$ cat src/sv/dmsrt_pkg.sv
// ----------------------------------------------------------------------------
// dmsrt_pkg
// Shared types, codes and score helpers for the search result table.
// ----------------------------------------------------------------------------
`default_nettype none

package dmsrt_pkg;

  localparam int KEY_W          = 64;
  localparam int PLY_W          = 6;
  localparam int SCORE_W        = 16;
  localparam int DEPTH_W        = 6;
  localparam int MOVE_W         = 25;
  localparam int CNT_W          = 32;
  localparam int THR_W          = 15;
  localparam int TABLE_ENTRIES  = 1024;
  localparam int QUEUE_DEPTH    = 2;
  localparam logic [THR_W-1:0] MATE_THR_RESET = 15'd29000;

  // item kind
  typedef enum logic [0:0] {
    ACT_PROBE = 1'b0,
    ACT_SAVE  = 1'b1
  } action_t;

  // stored bound kind
  typedef enum logic [1:0] {
    BOUND_NONE  = 2'd0,
    BOUND_UPPER = 2'd1,
    BOUND_LOWER = 2'd2,
    BOUND_EXACT = 2'd3
  } bound_t;

  // input word
  typedef struct packed {
    action_t                    action;
    logic [KEY_W-1:0]           pos_key;
    logic [PLY_W-1:0]           ply;
    logic signed [SCORE_W-1:0]  alpha;
    logic signed [SCORE_W-1:0]  beta;
    logic [DEPTH_W-1:0]         depth;
    logic [MOVE_W-1:0]          entry_move;
    logic signed [SCORE_W-1:0]  entry_score;
    bound_t                     bound_kind;
  } in_word_t;

  // result word
  typedef struct packed {
    logic                       hit;
    logic [MOVE_W-1:0]          found_move;
    logic                       cutoff;
    logic signed [SCORE_W-1:0]  result_score;
    logic [CNT_W-1:0]           new_write_count;
    logic [CNT_W-1:0]           overwrite_count;
  } out_word_t;

  // classified command passed from front to back
  typedef struct packed {
    action_t                    action;
    logic [KEY_W-1:0]           pos_key;
    logic [PLY_W-1:0]           ply;
    logic signed [SCORE_W-1:0]  alpha;
    logic signed [SCORE_W-1:0]  beta;
    logic [DEPTH_W-1:0]         depth;
    logic [MOVE_W-1:0]          entry_move;
    logic signed [SCORE_W-1:0]  save_score;
    bound_t                     bound_kind;
  } cmd_t;

  // one table slot
  typedef struct packed {
    logic [KEY_W-1:0]           key;
    logic [MOVE_W-1:0]          move;
    logic signed [SCORE_W-1:0]  score;
    logic [DEPTH_W-1:0]         depth;
    bound_t                     bound;
  } slot_t;

  // queue status seen by front and back
  typedef struct packed {
    logic full;
    logic empty;
  } q_stat_t;

  // back status seen by the top level
  typedef struct packed {
    logic clearing;
  } back_stat_t;

  // clamp a 17-bit sum to the 16-bit signed range
  function automatic logic signed [SCORE_W-1:0] sat16(input logic signed [SCORE_W:0] v);
    if (v > 17'sd32767) begin
      return 16'sh7fff;
    end else if (v < -17'sd32768) begin
      return 16'sh8000;
    end else begin
      return v[SCORE_W-1:0];
    end
  endfunction

  // move a mate score by the ply, outward on save, inward on probe
  function automatic logic signed [SCORE_W-1:0] mate_adjust(
    input logic signed [SCORE_W-1:0] s,
    input logic [PLY_W-1:0]          ply,
    input logic [THR_W-1:0]          thr,
    input logic                      outward
  );
    logic signed [SCORE_W:0] s_x;
    logic signed [SCORE_W:0] thr_x;
    logic signed [SCORE_W:0] ply_x;
    logic signed [SCORE_W:0] sum;
    s_x   = {s[SCORE_W-1], s};
    thr_x = {2'b00, thr};
    ply_x = {{(SCORE_W+1-PLY_W){1'b0}}, ply};
    sum   = s_x;
    if (s_x > thr_x) begin
      sum = outward ? s_x + ply_x : s_x - ply_x;
    end else if (s_x < -thr_x) begin
      sum = outward ? s_x - ply_x : s_x + ply_x;
    end
    return sat16(sum);
  endfunction

endpackage

`default_nettype wire

$ cat src/sv/dmsrt_front.sv
// ----------------------------------------------------------------------------
// dmsrt_front
// Takes an item, works out its slot and the pushed-out save score, hands
// the command to the queue.
// ----------------------------------------------------------------------------
`default_nettype none

module dmsrt_front #(
  parameter int TABLE_ENTRIES = dmsrt_pkg::TABLE_ENTRIES,
  parameter int IDX_W         = 10
) (
  input  wire                          clk,
  input  wire                          rst_n,
  input  wire                          take,
  input  dmsrt_pkg::in_word_t          in_word,
  input  wire [dmsrt_pkg::THR_W-1:0]   mate_thr,
  input  dmsrt_pkg::q_stat_t           q_stat,
  output logic                         front_busy,
  output logic                         push,
  output dmsrt_pkg::cmd_t              push_cmd,
  output logic [IDX_W-1:0]             push_idx
);

  localparam bit IS_POW2 = (TABLE_ENTRIES & (TABLE_ENTRIES - 1)) == 0;

  logic              f_valid_r;
  dmsrt_pkg::cmd_t   f_cmd_r;
  logic              f_done;
  logic [IDX_W-1:0]  f_idx;

  // held command
  always_ff @(posedge clk) begin
    if (!rst_n) begin
      f_valid_r <= 1'b0;
    end else if (take) begin
      f_valid_r <= 1'b1;
    end else if (push) begin
      f_valid_r <= 1'b0;
    end
  end

  always_ff @(posedge clk) begin
    if (take) begin
      f_cmd_r.action     <= in_word.action;
      f_cmd_r.pos_key    <= in_word.pos_key;
      f_cmd_r.ply        <= in_word.ply;
      f_cmd_r.alpha      <= in_word.alpha;
      f_cmd_r.beta       <= in_word.beta;
      f_cmd_r.depth      <= in_word.depth;
      f_cmd_r.entry_move <= in_word.entry_move;
      f_cmd_r.save_score <= dmsrt_pkg::mate_adjust(in_word.entry_score, in_word.ply,
                                                   mate_thr, 1'b1);
      f_cmd_r.bound_kind <= in_word.bound_kind;
    end
  end

  // slot index: a mask for power-of-two sizes, else a serial remainder
  if (IS_POW2) begin : g_mask
    assign f_idx  = IDX_W'(TABLE_ENTRIES - 1) & f_cmd_r.pos_key[IDX_W-1:0];
    assign f_done = 1'b1;
  end else begin : g_serial
    localparam int DIGIT_W = 4;
    localparam int STEPS   = dmsrt_pkg::KEY_W / DIGIT_W;
    localparam int CNT_W   = $clog2(STEPS + 1);
    localparam logic [IDX_W:0] NMOD = (IDX_W + 1)'(TABLE_ENTRIES);

    logic [dmsrt_pkg::KEY_W-1:0] sh_r;
    logic [IDX_W:0]              rem_r;
    logic [IDX_W:0]              rem_nxt;
    logic [CNT_W-1:0]            cnt_r;

    // one hex digit of the key per cycle, most significant first
    always_comb begin
      rem_nxt = rem_r;
      for (int i = 0; i < DIGIT_W; i++) begin
        rem_nxt = {rem_nxt[IDX_W-1:0], sh_r[dmsrt_pkg::KEY_W-1-i]};
        if (rem_nxt >= NMOD) begin
          rem_nxt = rem_nxt - NMOD;
        end
      end
    end

    always_ff @(posedge clk) begin
      if (!rst_n) begin
        cnt_r <= '0;
      end else if (take) begin
        cnt_r <= '0;
      end else if (f_valid_r && (cnt_r != CNT_W'(STEPS))) begin
        cnt_r <= cnt_r + 1'b1;
      end
    end

    always_ff @(posedge clk) begin
      if (take) begin
        sh_r  <= in_word.pos_key;
        rem_r <= '0;
      end else if (f_valid_r && (cnt_r != CNT_W'(STEPS))) begin
        sh_r  <= sh_r << DIGIT_W;
        rem_r <= rem_nxt;
      end
    end

    assign f_idx  = rem_r[IDX_W-1:0];
    assign f_done = (cnt_r == CNT_W'(STEPS));
  end

  // hand-off to the queue
  assign push       = f_valid_r && f_done && !q_stat.full;
  assign push_cmd   = f_cmd_r;
  assign push_idx   = f_idx;
  assign front_busy = f_valid_r && !push;

endmodule

`default_nettype wire

$ cat config.mk
export PLATFORM = sky130hd
export DESIGN_NAME = dmsrt_front
export DESIGN_NICKNAME = d
export VERILOG_FILES = /design/src/sv/dmsrt_pkg.sv /design/src/sv/dmsrt_front.sv
export SDC_FILE = /design/constraint.sdc
export NUM_CORES = 1
export LEC_CHECK = 0
export BUFFER_PORTS_ARGS = -buffer_cell sky130_fd_sc_hd__buf_2
export CORE_ASPECT_RATIO = 0.9
export CORE_MARGIN = 1.5
export CORE_UTILIZATION = 32
export CTS_BUF_LIST = sky130_fd_sc_hd__clkbuf_4 sky130_fd_sc_hd__clkbuf_8 sky130_fd_sc_hd__clkbuf_16
export CTS_CLUSTER_DIAMETER = 40
export CTS_CLUSTER_SIZE = 30
export DETAILED_ROUTE_END_ITERATION = 12
export HOLD_SLACK_MARGIN = 0.03
export PLACE_DENSITY = 0.67
export SYNTH_ARGS = -nofsm -noshare
export SYNTH_HDL_FRONTEND = slang
export SYNTH_SLANG_ARGS = --single-unit
$ cat constraint.sdc
create_clock -name clk -period 5.1 [get_ports clk]
set_input_delay 0.51 -clock clk [delete_from_list [all_inputs] [get_ports clk]]
set_output_delay 0.51 -clock clk [all_outputs]
set_load 0.01 [all_outputs]
==> metrics.yaml <==
gp_congestion: 0.854
cpPeakStageDelay_ps: 520
ios: 336
swShare_pct: 26.0
setup_viol: 0
arrival_ps: 4400
stdcell_area_sq_um: 9370
syn_area_sq_um: 6910
place_hpwl_mm: 15.2
die_w_um: 158
antenna_found_initial: 4
cts_buffers: 17
rsz0062_at_grt: "false"
cts_tree: "done"
coreArea_sq_um: 21000
synth_seq_cells: 153
async_reset_ff_share_pct: 0
ys_types: 73
fin_skew_ps: 0
grt_pass1_vias: 4825
yosysTopAreaCellShare_pct: 66.1
die_area_sq_um: 22500
power_density_nw_per_um2: 336
die_y_um: 142
fmax_ghz: 0.233
pwr-share-seq_pct: 48.4
min_period_over_period_pct: 84.2
grt_start_max_net_pins: 99
critPathBufInv: 2
worst-endpoint-required_ps: 5210
postSynthCellCount: 455
cpMostUsedCell: "nand4_1"
synth.yosys.seq_area_share_pct: 66.4
drc_errors: 0
finalWirelength_mm: 19.3
synth-edff-count: 152
leakage_nw: 4.07
yosys-top-cells-area: "edfxtp_1, ha_1, xnor2_1"
mostFrequentLayoutCells: "buf_2, edfxtp_1, ha_1, inv_1, a21oi_1"
hold_depth: 1
overflow: 0
clk_root_buffer_cell: "clkbuf_16"
clock_power_share_pct: 36.9
drive_gt1_share_pct: 49.4
pwr-share-comb_pct: 14.7
final_common_cell: "buf_2"
p_int_mw: 2.33
fin_crit_ps: 4290
avgSynthCellArea_sq_um: 15.2
cts_resized: 0
clk_path_buf_depth: 2
power_switching_uw: 819
worstSkewPairLatency_ps: 410
clk_pin_slew_worst_paths_ps: 70
vias: 5063
track_usage_pct: 16.3
cp_top_family: "compound AO/OA/AOI/OAI gates"
cts-htree-levels: 4
hold_path_class: "primary input to flop"
start_util_pct: 33.0
area_growth_pct: 35.7
cts_hold_buf: 0
critical_path_class: "primary input to flop"
vdd_drop_max_mv: 0.231
r2r_cells: 2
detailed_place.area_sq_um: 8820
grt_pass1_wl_mm: 27.3
crit_slowest_cell: "a2111oi_0"
cp-start-kind: "primary input"
synth_top_cell_by_area: "edfxtp_1"
status: "completed"
critPathMaxFanout: 15
port_buffers: 334
num_rows: 50
dr.pass1.iters: 6
slew_headroom_pct: 39.1
drtIter0Drc: 377
ys.flop_type: "edfxtp_1"
fin_hold_ws_ps: 263
ant_nets: 0
via_per_inst: 4.63
ys.warnings.count: 0
finalNetCount: 1011
worstPathCellList: "buf_2, inv_1, nand4_1, nor3_1, nand4_1, or4_1, nor2_1, xnor2_1, ha_1, a21o_1, a2111oi_0, o22a_2, nand4_4, o21ai_1, o21bai_2, o21ai_0"
worst_pin_slew_ps: 914
postCtsSetupBuffers: 0
finalMaxSlewViolations: 0
syn-num-nets: 673
finalHoldViolations: 0
setup-tns-final_ps: 0
end_kind: "flop"
numClockSinks: 153
max-cap-violations: 0
wire_per_inst_um: 17.6
fillers: 1933
crit_cells: 16
[logic make-up after synthesis]
| family | synth area share [%] |
|---|---|
| flops | 66.4 |
| simple gates | 9.02 |
| compound gates | 8.84 |
| buf+inv | 3.77 |
| fa+ha+maj | 8.55 |
| xor+xnor | 2.66 |
| mux | 0.797 |
[cells in the mapped netlist, types with 3 or more instances]
cell        n
o21ai_1     4
o21ai_2     8
a211oi_1    3
a21oi_1    18
buf_6       3
nand4_1    12
o21ai_0    10
mux2_2      3
o41ai_1     3
and3_1      5
and2_1      3
ha_1       44
buf_4      10
edfxtp_1  152
o21a_1      3
a21o_1      3
nand2_1    17
nor3_1     11
or3_1       4
inv_1      33
nand3_1     6
xor2_1      4
nor2_1     11
nand2b_1    3
nor2b_1     9
xnor2_1    17
[flip-flops by register name, summed over array words and instances, names as in the netlist]
register and flops:
f_valid_r 1, push_cmd 152
[worst register-to-register path, delay by kind of cell, from the launching register on]
family / cells / cell delay, ps
AOI/OAI and AO/OA: 1 / 160
DFF: 1 / 300
and+or+nand+nor: 1 / 150
[per-layer routing]
layer  vias up  global-route usage, %  part of all wire, %
met5         -                      0                 0.14
met4         4                   4.72                  1.4
met3        22                   5.36                  9.1
met2       204                   29.3                   51
met1      2420                   18.4                   38
li1       2413                      -                    -
[metrics by stage]
step | setup WS, ps | util [%] | power (mW) | std cells
after floorplan | 1080 | - | 1.77 | 455
after global placement | 464 | 42.1 | 2.01 | 1060
after detailed placement | 340 | 42.1 | 2.02 | 1060
after CTS | 796 | 44.7 | 3.19 | 1092
after global routing | 395 | 44.7 | 3.29 | 1092
final | 806 | 44.7 | 3.15 | 1093
[power by group through the flow]
stage / Combinational [mW] / Sequential, mW / Clock [mW]
floorplan: 0.159 / 1.61 / 0
global placement: 0.459 / 1.55 / 0
detailed placement: 0.466 / 1.55 / 0
CTS: 0.469 / 1.53 / 1.19
global route: 0.506 / 1.54 / 1.25
finish: 0.463 / 1.53 / 1.16
[worst paths after layout]
| path | start | end | slack (ps) |
|---|---|---|---|
| hold reg to reg | f_valid_r$_SDFFE_PN0P_ | f_valid_r$_SDFFE_PN0P_ | 600 |
| hold / removal | in_word[21] | push_cmd[21]$_DFFE_PP_ | 260 |
| setup / recovery | mate_thr[3] | push_cmd[6]$_SDFFCE_PN1P_ | 810 |
| setup reg to reg | f_valid_r$_SDFFE_PN0P_ | f_valid_r$_SDFFE_PN0P_ | 4390 |
[cell type report]
| cell class | instances | area (sq um) | share of cell area, % |
|---|---|---|---|
| antenna | 1 | 2.50 | 0.0267 |
| clock buffer | 18 | 433 | 4.62 |
| clock inverter | 14 | 116 | 1.24 |
| inverter | 33 | 124 | 1.32 |
| multi-input combinational | 252 | 2060 | 22.0 |
| sequential | 153 | 4580 | 48.9 |
| tap | 286 | 358 | 3.82 |
| timing repair buffer | 336 | 1690 | 18.1 |
(Power assumes the default switching activity.)
