<file path="config.mk">
export PLATFORM = sky130hd
export DESIGN_NAME = dmsrt_queue
export DESIGN_NICKNAME = d
export VERILOG_FILES = /design/src/sv/dmsrt_pkg.sv /design/src/sv/dmsrt_queue.sv
export SDC_FILE = /design/constraint.sdc
export NUM_CORES = 1
export LEC_CHECK = 0
export ABC_AREA = 1
export BUFFER_PORTS_ARGS = -buffer_cell sky130_fd_sc_hd__buf_2
export CAP_MARGIN = 20
export CORE_MARGIN = 2
export CORE_UTILIZATION = 36
export DETAILED_ROUTE_END_ITERATION = 7
export GPL_TIMING_DRIVEN = 0
export MAX_ROUTING_LAYER = met4
export PLACE_DENSITY = 0.68
export SLEW_MARGIN = 15
export SYNTH_ARGS = -nofsm -noshare
export SYNTH_HDL_FRONTEND = slang
export SYNTH_SLANG_ARGS = --single-unit
</file>
<file path="constraint.sdc">
create_clock -name clk -period 7.8 [get_ports clk]
set_input_delay 0.78 -clock clk [delete_from_list [all_inputs] [get_ports clk]]
set_output_delay 0.78 -clock clk [all_outputs]
set_load 0.005 [all_outputs]
</file>
<file path="src/sv/dmsrt_pkg.sv">
// ----------------------------------------------------------------------------
// dmsrt_pkg
// Shared types, codes and score helpers for the search result table.
// ----------------------------------------------------------------------------
`default_nettype none

package dmsrt_pkg;

  localparam int KEY_W          = 64;
  localparam int PLY_W          = 6;
  localparam int SCORE_W        = 16;
  localparam int DEPTH_W        = 6;
  localparam int MOVE_W         = 25;
  localparam int CNT_W          = 32;
  localparam int THR_W          = 15;
  localparam int TABLE_ENTRIES  = 1024;
  localparam int QUEUE_DEPTH    = 2;
  localparam logic [THR_W-1:0] MATE_THR_RESET = 15'd29000;

  // item kind
  typedef enum logic [0:0] {
    ACT_PROBE = 1'b0,
    ACT_SAVE  = 1'b1
  } action_t;

  // stored bound kind
  typedef enum logic [1:0] {
    BOUND_NONE  = 2'd0,
    BOUND_UPPER = 2'd1,
    BOUND_LOWER = 2'd2,
    BOUND_EXACT = 2'd3
  } bound_t;

  // input word
  typedef struct packed {
    action_t                    action;
    logic [KEY_W-1:0]           pos_key;
    logic [PLY_W-1:0]           ply;
    logic signed [SCORE_W-1:0]  alpha;
    logic signed [SCORE_W-1:0]  beta;
    logic [DEPTH_W-1:0]         depth;
    logic [MOVE_W-1:0]          entry_move;
    logic signed [SCORE_W-1:0]  entry_score;
    bound_t                     bound_kind;
  } in_word_t;

  // result word
  typedef struct packed {
    logic                       hit;
    logic [MOVE_W-1:0]          found_move;
    logic                       cutoff;
    logic signed [SCORE_W-1:0]  result_score;
    logic [CNT_W-1:0]           new_write_count;
    logic [CNT_W-1:0]           overwrite_count;
  } out_word_t;

  // classified command passed from front to back
  typedef struct packed {
    action_t                    action;
    logic [KEY_W-1:0]           pos_key;
    logic [PLY_W-1:0]           ply;
    logic signed [SCORE_W-1:0]  alpha;
    logic signed [SCORE_W-1:0]  beta;
    logic [DEPTH_W-1:0]         depth;
    logic [MOVE_W-1:0]          entry_move;
    logic signed [SCORE_W-1:0]  save_score;
    bound_t                     bound_kind;
  } cmd_t;

  // one table slot
  typedef struct packed {
    logic [KEY_W-1:0]           key;
    logic [MOVE_W-1:0]          move;
    logic signed [SCORE_W-1:0]  score;
    logic [DEPTH_W-1:0]         depth;
    bound_t                     bound;
  } slot_t;

  // queue status seen by front and back
  typedef struct packed {
    logic full;
    logic empty;
  } q_stat_t;

  // back status seen by the top level
  typedef struct packed {
    logic clearing;
  } back_stat_t;

  // clamp a 17-bit sum to the 16-bit signed range
  function automatic logic signed [SCORE_W-1:0] sat16(input logic signed [SCORE_W:0] v);
    if (v > 17'sd32767) begin
      return 16'sh7fff;
    end else if (v < -17'sd32768) begin
      return 16'sh8000;
    end else begin
      return v[SCORE_W-1:0];
    end
  endfunction

  // move a mate score by the ply, outward on save, inward on probe
  function automatic logic signed [SCORE_W-1:0] mate_adjust(
    input logic signed [SCORE_W-1:0] s,
    input logic [PLY_W-1:0]          ply,
    input logic [THR_W-1:0]          thr,
    input logic                      outward
  );
    logic signed [SCORE_W:0] s_x;
    logic signed [SCORE_W:0] thr_x;
    logic signed [SCORE_W:0] ply_x;
    logic signed [SCORE_W:0] sum;
    s_x   = {s[SCORE_W-1], s};
    thr_x = {2'b00, thr};
    ply_x = {{(SCORE_W+1-PLY_W){1'b0}}, ply};
    sum   = s_x;
    if (s_x > thr_x) begin
      sum = outward ? s_x + ply_x : s_x - ply_x;
    end else if (s_x < -thr_x) begin
      sum = outward ? s_x - ply_x : s_x + ply_x;
    end
    return sat16(sum);
  endfunction

endpackage

`default_nettype wire

</file>
<file path="src/sv/dmsrt_queue.sv">
// ----------------------------------------------------------------------------
// dmsrt_queue
// Short command queue between the front and the table back end.
// ----------------------------------------------------------------------------
`default_nettype none

module dmsrt_queue #(
  parameter int IDX_W = 10
) (
  input  wire                   clk,
  input  wire                   rst_n,
  input  wire                   push,
  input  dmsrt_pkg::cmd_t       push_cmd,
  input  wire [IDX_W-1:0]       push_idx,
  input  wire                   pop,
  output dmsrt_pkg::q_stat_t    q_stat,
  output dmsrt_pkg::cmd_t       head_cmd,
  output logic [IDX_W-1:0]      head_idx
);

  localparam int DEPTH = dmsrt_pkg::QUEUE_DEPTH;
  localparam int PTR_W = $clog2(DEPTH);
  localparam int CNT_W = $clog2(DEPTH + 1);

  typedef struct packed {
    dmsrt_pkg::cmd_t   cmd;
    logic [IDX_W-1:0]  idx;
  } q_ent_t;

  q_ent_t            ent_r [DEPTH];
  logic [PTR_W-1:0]  wr_ptr_r;
  logic [PTR_W-1:0]  rd_ptr_r;
  logic [CNT_W-1:0]  cnt_r;
  logic [CNT_W-1:0]  cnt_nxt;

  // occupancy
  always_comb begin
    cnt_nxt = cnt_r;
    if (push && !pop) begin
      cnt_nxt = cnt_r + 1'b1;
    end else if (pop && !push) begin
      cnt_nxt = cnt_r - 1'b1;
    end
  end

  always_ff @(posedge clk) begin
    if (!rst_n) begin
      wr_ptr_r <= '0;
      rd_ptr_r <= '0;
      cnt_r    <= '0;
    end else begin
      if (push) begin
        wr_ptr_r <= (wr_ptr_r == PTR_W'(DEPTH - 1)) ? '0 : wr_ptr_r + 1'b1;
      end
      if (pop) begin
        rd_ptr_r <= (rd_ptr_r == PTR_W'(DEPTH - 1)) ? '0 : rd_ptr_r + 1'b1;
      end
      cnt_r <= cnt_nxt;
    end
  end

  // storage
  always_ff @(posedge clk) begin
    if (push) begin
      ent_r[wr_ptr_r] <= '{cmd: push_cmd, idx: push_idx};
    end
  end

  assign head_cmd     = ent_r[rd_ptr_r].cmd;
  assign head_idx     = ent_r[rd_ptr_r].idx;
  assign q_stat.full  = (cnt_r == CNT_W'(DEPTH));
  assign q_stat.empty = (cnt_r == '0);

endmodule

`default_nettype wire

</file>
==> metrics, run 1 <==
hpwl dp=approximately 17 mm; final worst path period need=2638 ps; worst-skew pair later-pin latency=500 ps; Cells after Synth=539; Final ANT Viol Nets=0; cell area after layout=roughly 16000 um^2; Pleak=~6.1 nW; Max Buffers Root-to-Sink=3; Layout fillers=approximately 3000; Clock Skew=about 7.9 ps; CTS tree=done; slew margin rel.=0.5609; routed vias=slightly above 6000; register bit count reported by yosys=approximately 330; 1st-iter DRT viols=between 300 and 400; Initial Util=0.3649; Die ar.=approximately 35000 um^2; Max Fclk=379.1 MHz; storage element area=9829 um^2; Post-Place Cell Area=14650 um^2; layout cells sized above 1=0.6034; Die Y=188.3 um; synth-to-layout area growth=29.14%; Area contributors post-synth=edfxtp_1 80%, mux2_4 9.8%, mux2_2 7.5%; clk root buf=clkbuf_16; synth warn=0; worst hold path type=primary input to flop; global-route wire length before repair=36.21 mm; DR DRC count=0; Worst setup EP type=output port; # resized after CTS=0; met2 wire len=roughly 12 mm; overall routed net length=24.45 mm; Slew @ Worst Pin=657.1 ps; Die W=between 150 and 200 um; Max VDD drop=0.1591 mV; Seq/Total Area, Yosys=0.8034; input/output buffers=329; Tot GR Track Use=0.1367; largest net degree at the start of global routing=100; RSZ-0062 raised after global routing=false; antenna violations before repair=10; routability cong.=0.7538; Worst EP required=approximately 7000 ps; mean post-synth cell area=22.70 um^2; uppermost layer routed=met4; crit start category=flop; multi-input logic area=around 2200 um^2; Cell variety after synth=14; share of the synthesized area in the top cell type=0.7953; Rows=67; Cell Area, Synth=12230 um^2; most used cell along the critical path=buf_6; total CTS buffers=36; status=complete, no violations; area leader, netlist=edfxtp_1; syn_nets=706; max-slew violation count=0; WL met3=slightly above 2 mm; WP data arrival=approximately 1900 ps; vias per inst=roughly 4.5; num ports=330; Post-Route M1 WL=9.451 mm; setup bufs post-CTS=0; most frequent cells in the layout=337 x buf_2, 324 x edfxtp_1, 82 x mux2_2, 80 x mux2_4, 37 x clkbuf_16; setup_tns=0 ps; Hold Vio Cnt, Final=0; core area=roughly 34000 um^2; GRT overflow=0; Max-cap violations=0; clock sinks=329; H-tree depth=2; vias in the first global route=about 6600; drt pass-1 iters=6; Post-layout nets=1081; # setup viols final=0; Final period util=0.3382; commonest non-fill, non-tap cell in the layout=buf_2; Clk pin slew, worst setup/hold paths=around 60 ps; CP Class=flop to output port; hold buffers post-CTS=0; delay of the slowest critical-path stage=between 300 and 400 ps; crit path cell chain=buf_6 > buf_6 > buf_6 > mux2_4 > buf_2; critical path fanouts, max=10; Crit-path slowest cell=dfxtp_1; power per cell area=about 260 nW/um^2; Routed wire per std cell=between 15 and 20 um
==> sequential cells by signal, indices dropped and copies added, names as in the netlist, named ones only <==
signal    count
ent_r       324
cnt_r         2
rd_ptr_r      1
wr_ptr_r      1
==> worst max-delay path, delay by kind of cell (launching register included) <==
kind / cells / cell delay, ps
buffers and inverters: 4 / 740
DFF: 1 / 320
muxes: 1 / 310
==> cell type report <==
cell class / count / share of cell area
antenna: 10 / 0.001584
clock buffer: 46 / 0.06074
buffer: 18 / 0.009662
clock inverter: 16 / 0.01014
timing repair buffer: 337 / 0.1167
tap: 448 / 0.03548
multi-input combinational: 184 / 0.1411
sequential: 329 / 0.6222
inverter: 8 / 0.002376
==> report_power, final <==
part / switching (W) / internal (W) / total, W
logic: 0.000174 / 0.000199 / 0.000374
registers: 0.0000204 / 0.00205 / 0.00207
clock network: 0.000642 / 0.000968 / 0.00161
==> synthesized netlist by cell type <==
master	instances
nand2_1	8
edfxtp_1	324
o21ai_0	1
ha_1	1
mux2_4	80
buf_6	10
nor2_1	9
a21oi_1	1
nand3_1	1
dfxtp_1	5
mux2_2	82
inv_1	8
buf_2	8
nand4_1	1
==> routing by layer <==
metal  vias to the layer above  GRT usage
li1                       2897          -
met1                      3042     0.1515
met2                       236     0.2293
met3                        45    0.04582
met4                         0    0.05168
met5                         -          -
==> stage by stage <==
stage               instances    util  hold WS [ps]  power [W]  setup WS (ps)
global route             1396  0.4712         440.9   0.004212           5026
detailed placement       1324  0.4370         477.4   0.002487           5412
floorplan                 539       -         463.5   0.002305           2345
finish                   1396  0.4712         470.3   0.004052           5162
global placement         1316  0.4307         479.9   0.002480         -378.0
CTS                      1386  0.4704         437.6   0.004112           5072
==> worst paths after layout <==
kind,start,endpoint,slack [ps],depth (start not counted)
setup / recovery,flop,head_cmd[92],5160,5
hold / removal,push_cmd[37],ent_r[0][47]$_DFFE_PP_,470,1
hold reg to reg,rd_ptr_r$_SDFFE_PN0P_,rd_ptr_r$_SDFFE_PN0P_,500,2
setup reg to reg,wr_ptr_r$_SDFFE_PN0P_,ent_r[1][121]$_DFFE_PP_,5930,3
==> cells by family (layout without fill, tap and decap cells) <==
| kind of cell | count (synthesis) | after routing | share of synthesized area |
|---|---|---|---|
| adder cells (fa/ha/maj) | 1 | 1 | 0.001023 |
| buffers and inverters | 26 | 425 | 0.01493 |
| multiplexers | 162 | 162 | 0.1737 |
| AND/OR/NAND/NOR | 19 | 19 | 0.006136 |
| other | 0 | 10 | 0 |
| AO/OA/AOI/OAI | 2 | 2 | 0.0008174 |
| flip-flops | 329 | 329 | 0.8034 |
Power figures use the tool's default switching activity.
==> run 2: changes to the inputs <==
--- a/config.mk
+++ b/config.mk
@@ -5,7 +5,7 @@
 export SDC_FILE = /design/constraint.sdc
 export NUM_CORES = 1
 export LEC_CHECK = 0
-export ABC_AREA = 1
+export ABC_AREA = 0
 export BUFFER_PORTS_ARGS = -buffer_cell sky130_fd_sc_hd__buf_2
 export CAP_MARGIN = 20
 export CORE_MARGIN = 2
==> constraint.sdc (replaced) <==
create_clock -name clk -period 2.3 [get_ports clk]
set_input_delay 0.23 -clock clk [delete_from_list [all_inputs] [get_ports clk]]
set_output_delay 0.23 -clock clk [all_outputs]
set_load 0.005 [all_outputs]
==> run 2 against run 1 <==
  * Clock power increased to 3.5 times the previous value
  * Via count rose by 10%
  * Highest routed layer unchanged
  * Combinational power rose to 4.4 times the previous value
  * Critical endpoint is now head_cmd[110]
  * Core utilization grew 5.1 points
  * Critical path type unchanged
==> metrics, run 2 <==
Largest register FFs=~320; WP data arrival=1890 ps; total CTS buffers=36; Worst setup EP type=output port; Die ar.=35440 um^2; clock sinks=approximately 330; switch share=0.2080; synth warn=0; delay of the slowest critical-path stage=~320 ps; CTS tree=done; hpwl dp=around 17 mm; max-slew violation count=0; hold slack=between 80 and 90 ps; Routed wire per std cell=between 15 and 20 um; drt pass-1 iters=4; Area contributors post-synth=edfxtp_1 80%, mux2_4 9.8%, mux2_2 7.6%; Worst EP required=2070 ps; combinational share of power=0.116; status=complete, no violations; Inst Count DP=about 1300; Die Y=188.3 um; Finished Layout Cells=around 1500; input/output buffers=around 330; Cell Area, Synth=approximately 12000 um^2; largest register by flop count=ent_r; Post-layout nets=1233; 1st-iter DRT viols=roughly 260; num ports=330; switching power=0.002965 W; layout cells sized above 1=0.5211; most frequent cells in the layout=337 x buf_2, 324 x edfxtp_1, 163 x dlygate4sd3_1, 82 x mux2_2, 80 x mux2_4; GRT overflow=0; Cell variety after synth=17; Seq/Total Area, Yosys=0.8042; Hold Vio Cnt, Final=0; clock power share=0.392; Max Fclk=approximately 470 MHz; share of the synthesized area in the top cell type=0.7960; Crit path buffers/inverters=4; most used cell along the critical path=buf_6; slew margin rel.=0.5848; DR DRC count=0; Clk pin slew, worst setup/hold paths=about 60 ps; vias per inst=around 4.4; largest net degree at the start of global routing=50; count leader, synth=edfxtp_1; global-route wire length before repair=about 40 mm; routed vias=~6900; commonest non-fill, non-tap cell in the layout=buf_2; CP Class=flop to output port; crit start category=flop; busiest layer in global routing=met2; Initial Util=0.3654; most frequent cells after synthesis=324 x edfxtp_1, 82 x mux2_2, 80 x mux2_4; Pint=roughly 0.011 W; mean post-synth cell area=about 23 um^2; vias in the first global route=7559; Max-cap violations=0; M2 GR Usage=0.2603; register bit count reported by yosys=329; antenna violations before repair=2; syn_nets=~690; Rows=67; clk root buf=clkbuf_16; Top delay family on crit path=buffers and inverters; # resized after CTS=0; RSZ-0062 raised after global routing=false; Setup WS post-layout=between 150 and 200 ps; critical path fanouts, max=10; Slew @ Worst Pin=around 620 ps; Max Buffers Root-to-Sink=3; M3 GR Usage=0.04284; routability cong.=~0.73; worst hold path type=primary input to flop; Pleak=~6.8 nW; final worst path period need=2123 ps; Die W=188.3 um; Final period util=0.9230; synth-to-layout area growth=42.89%; Post-synth top flop=edfxtp_1; worst-skew pair later-pin latency=about 500 ps; overall routed net length=between 20 and 30 mm; Max VDD drop=~0.75 mV; Cells after Synth=about 530; power per cell area=815.9 nW/um^2; Flop pwr share=0.492; Tot GR Track Use=0.1486; crit path cell chain=buf_6 > buf_6 > buf_6 > mux2_4 > buf_2; Post-synth EDFFs=324; Setup WS pre-CTS=between 150 and 200 ps; Crit-path slowest cell=dfxtp_1; Final ANT Viol Nets=0; top flop regs=ent_r (324), cnt_r (2); area leader, netlist=edfxtp_1; core area=~33000 um^2; asr flop ratio synth=0; # setup viols final=0; met1 Use GR=0.1617; Clock Skew=9.576 ps; H-tree depth=2
## run 2: cell types whose count changed after synthesis, moves of 2 or more
| cell | delta |
|---|---|
| and2_1 | +4 |
| inv_1 | -7 |
| nand2_1 | -8 |
| nor2_1 | -8 |
| nor2b_1 | +3 |
| xor2_1 | +2 |
## run 2: tightest hold or removal path: cells and delay by family
| family | cells | cell delay, ps |
|---|---|---|
| simple gates | 1 | 50 |
| buf+inv | 1 | 110 |
| compound gates | 1 | 150 |
## run 2: layout make-up
cell class	count	area (um^2)
repair buffers	502	3516
fillers	2660	15980
diodes	3	7.507
plain buffers	18	152.6
flip-flops and latches	329	9831
inverters	1	3.754
well taps	448	560.5
clock inverters	18	187.7
multi-input cells	178	2247
clock buffers	46	959.7
## run 2: path summary, 6_finish.rpt
kind,from,endpoint,slack (ps),cells past startpoint
max,flop,head_cmd[110],180,5
min,push,wr_ptr_r$_SDFFE_PN0P_,90,3
max reg2reg,wr_ptr_r$_SDFFE_PN0P_,ent_r[0][94]$_DFFE_PP_,280,5
min reg2reg,cnt_r[1]$_SDFFE_PN0P_,cnt_r[1]$_SDFFE_PN0P_,540,2
## run 2: logic make-up after synthesis
kind of cell    synth area share
xor+xnor                0.002150
mux                       0.1738
simple gates            0.004402
compound gates          0.001638
buf+inv                  0.01280
flops                     0.8042
fa+ha+maj               0.001023
## run 2: timing repair
item | 4_1_cts | 5_1_grt
hold endpoints to repair | 328 | 0
buffers inserted | 0 | 0
hold buffers | 163 | 0
endpoints found under the setup margin | 0 | 0
## run 2: routing by layer
layer  part of all wire  vias to the layer above
li1                   -                     3182
met1               0.39                     3362
met2               0.51                      261
met3              0.070                       54
met4              0.025                        0
met5                  0                        -
## run 2: metrics by stage
step	area, um^2	util	power (W)	TNS [ps]
5_1_grt	17460	0.5221	0.01478	0
3_5_place_dp	14680	0.4389	0.008579	0
4_1_cts	17460	0.5219	0.01442	0
2_1_floorplan	12230	-	0.007885	-217190
3_3_place_gp	14440	0.4317	0.008517	-663420
6_report	17470	0.5222	0.01425	0
## run 2: power by group through the flow
stage | registers (W) | clock network, W | logic, W
after floorplan | 0.00713 | 0 | 0.000755
after global placement | 0.00715 | 0 | 0.00137
after detailed placement | 0.00713 | 0 | 0.00145
after CTS | 0.00701 | 0.00573 | 0.00168
after global routing | 0.00703 | 0.00596 | 0.00179
final | 0.00701 | 0.00559 | 0.00166
==> run 3: changes to the inputs <==
--- a/config.mk
+++ b/config.mk
@@ -10,6 +10,7 @@
 export CAP_MARGIN = 20
 export CORE_MARGIN = 2
 export CORE_UTILIZATION = 36
+export CTS_BUF_LIST = sky130_fd_sc_hd__clkbuf_8
 export DETAILED_ROUTE_END_ITERATION = 7
 export GPL_TIMING_DRIVEN = 0
 export MAX_ROUTING_LAYER = met4
==> run 3 against run 2 <==
  * Clock skew increased by 9.2 ps
  * First-iteration DRC count is 6.3% lower
  * Sequential power is essentially flat
  * Sequential share of layout area up 0.76 points
  * Clock power is 22% lower
  * Largest power group unchanged
  * Routed wire length up 0.68%
  * Power decreased by 8.5%
  * Combinational power is essentially flat
  * Critical path depth stayed put
==> metrics, run 3 (synthesized netlist as in run 2, its figures left out) <==
status=complete, no violations; CP Class=flop to output port; crit start category=flop; input/output buffers=329; busiest layer in global routing=met2; Max-cap violations=0; Hold Crit Depth=2; WHS Endpoint=ent_r[0][51]$_DFFE_PP_; Setup WS post-layout=120.1 ps; largest net degree at the start of global routing=50; vias per inst=~4.4; Critical R2R Launch=wr_ptr_r$_SDFFE_PN0P_; drt pass-1 iters=6; Die Y=roughly 190 um; setup bufs post-CTS=0; layout cells sized above 1=0.5165; power per cell area=756.7 nW/um^2; clk root buf=clkbuf_8; most used cell along the critical path=buf_6; Hold Vio Cnt, Final=0; slew margin rel.=0.5943; cell area after layout=17230 um^2; FF-to-FF End=ent_r[0][90]$_DFFE_PP_; H-tree depth=2; critical path fanouts, max=10; Max VDD drop=0.4632 mV; Clk pin slew, worst setup/hold paths=60 ps; met1 Use GR=0.1589; Die ar.=35440 um^2; M2 GR Usage=0.2582; Finished Layout Cells=roughly 1600; Worst EP required=about 2100 ps; total CTS buffers=53; Initial Util=0.3654; Post-layout nets=1252; Final period util=0.9478; Setup WS pre-CTS=180.6 ps; Pleak=around 6.8 nW; crit path cell chain=buf_6 > buf_8 > buf_6 > mux2_4 > buf_2; Inst Count DP=~1300; Worst setup EP type=output port; RSZ-0062 raised after global routing=true; flop2flop setup slack=around 290 ps; delay of the slowest critical-path stage=between 300 and 400 ps; max-slew violation count=0; # setup viols final=0; final worst path period need=2180 ps; Tot GR Track Use=0.1501; overall routed net length=26.40 mm; WP data arrival=between 1500 and 2000 ps; Clock Skew=18.82 ps; setup_tns=0 ps; Max Fclk=458.7 MHz; GRT overflow=0; hpwl dp=~17 mm; worst-skew pair later-pin latency=about 600 ps; Top delay family on crit path=buffers and inverters; Crit-path slowest cell=dfxtp_1; core area=approximately 33000 um^2; top flop regs=ent_r (324), cnt_r (2); Post-Place Cell Area=around 15000 um^2; antenna violations before repair=1; Crit path buffers/inverters=4; DR DRC count=0; Routed wire per std cell=roughly 17 um; num ports=between 300 and 400; Slew @ Worst Pin=~600 ps; hold wc startpoint=push; M3 GR Usage=0.05085; global-route wire length before repair=~40 mm; commonest non-fill, non-tap cell in the layout=buf_2; Final ANT Viol Nets=0; Die W=approximately 190 um; Max Buffers Root-to-Sink=3; Layout fillers=around 2700; vias in the first global route=~7600; 1st-iter DRT viols=~240; clock sinks=329; CTS tree=done; worst hold path type=primary input to flop; routed vias=approximately 7000; FF-to-FF path depth=5; Util after Layout=0.5152; Rows=67; largest register by flop count=ent_r; Largest register FFs=324; most frequent cells in the layout=337 x buf_2, 324 x edfxtp_1, 165 x dlygate4sd3_1, 82 x mux2_2, 80 x mux2_4; synth-to-layout area growth=41.00%; routability cong.=around 0.73
[run 3: changes by cell type in the layout (fill, tap and decap cells not counted), sizes merged]
cell	previous run	this run
bufinv	4	1
clkbuf	46	53
clkinv	13	14
diode	3	1
dlygate4sd3	163	165
inv	2	22
[run 3: how the worst max path moves through the flow]
stage               slack, ps                     end             startpoint  cells past startpoint
floorplan                -850   ent_r[0][0]$_DFFE_PP_  wr_ptr_r$_SDFFE_PN0P_                      1
global placement        -2400  ent_r[0][85]$_DFFE_PP_                   push                      2
detailed placement        180  ent_r[0][90]$_DFFE_PP_                   push                      6
CTS                        10           head_cmd[110]                   flop                      5
global route              -10            head_cmd[92]                   flop                      5
finish                    120           head_cmd[122]                   flop                      5
[run 3: area by class of cell]
| cell class | count | area (um^2) | share of cell area |
|---|---|---|---|
| Inverter | 1 | 3.754 | 0.0002178 |
| Timing Repair Buffer | 504 | 3536 | 0.2052 |
| Clock buffer | 53 | 729.5 | 0.04233 |
| Antenna cell | 1 | 2.502 | 0.0001452 |
| Multi-Input combinational cell | 178 | 2247 | 0.1304 |
| Buffer | 18 | 160.2 | 0.009293 |
| Sequential cell | 329 | 9831 | 0.5704 |
| Clock inverter | 36 | 163.9 | 0.009511 |
| Tap cell | 448 | 560.5 | 0.03253 |
[run 3: through the flow]
stage | total power [W] | hold WS, ps
global route | 0.01357 | 143.6
detailed placement | 0.008579 | 421.1
floorplan | 0.007885 | 328.9
CTS | 0.01322 | 118.7
global placement | 0.008517 | 416.7
finish | 0.01304 | 170.9
[run 3: per-layer routing]
layer | wire length [um] | vias to the layer above
li1 | - | 3217
met4 | 850 | 0
met3 | 1982 | 69
met2 | 13440 | 265
met1 | 10120 | 3396
met5 | 0 | -
[run 3: repair_timing]
| action | 4_1_cts | 5_1_grt |
|---|---|---|
| hold buffers | 165 | 0 |
| setup endpoints to repair | 9 | 9 |
| gates resized for setup | 1 | 1 |
| endpoints found under the hold margin | 329 | 0 |
[run 3: where the power goes]
part           total [W]  switching [W]  internal, W
logic            0.00167       0.000705     0.000962
clock network    0.00437        0.00214      0.00222
registers        0.00701      0.0000709      0.00693
total             0.0130        0.00292       0.0101
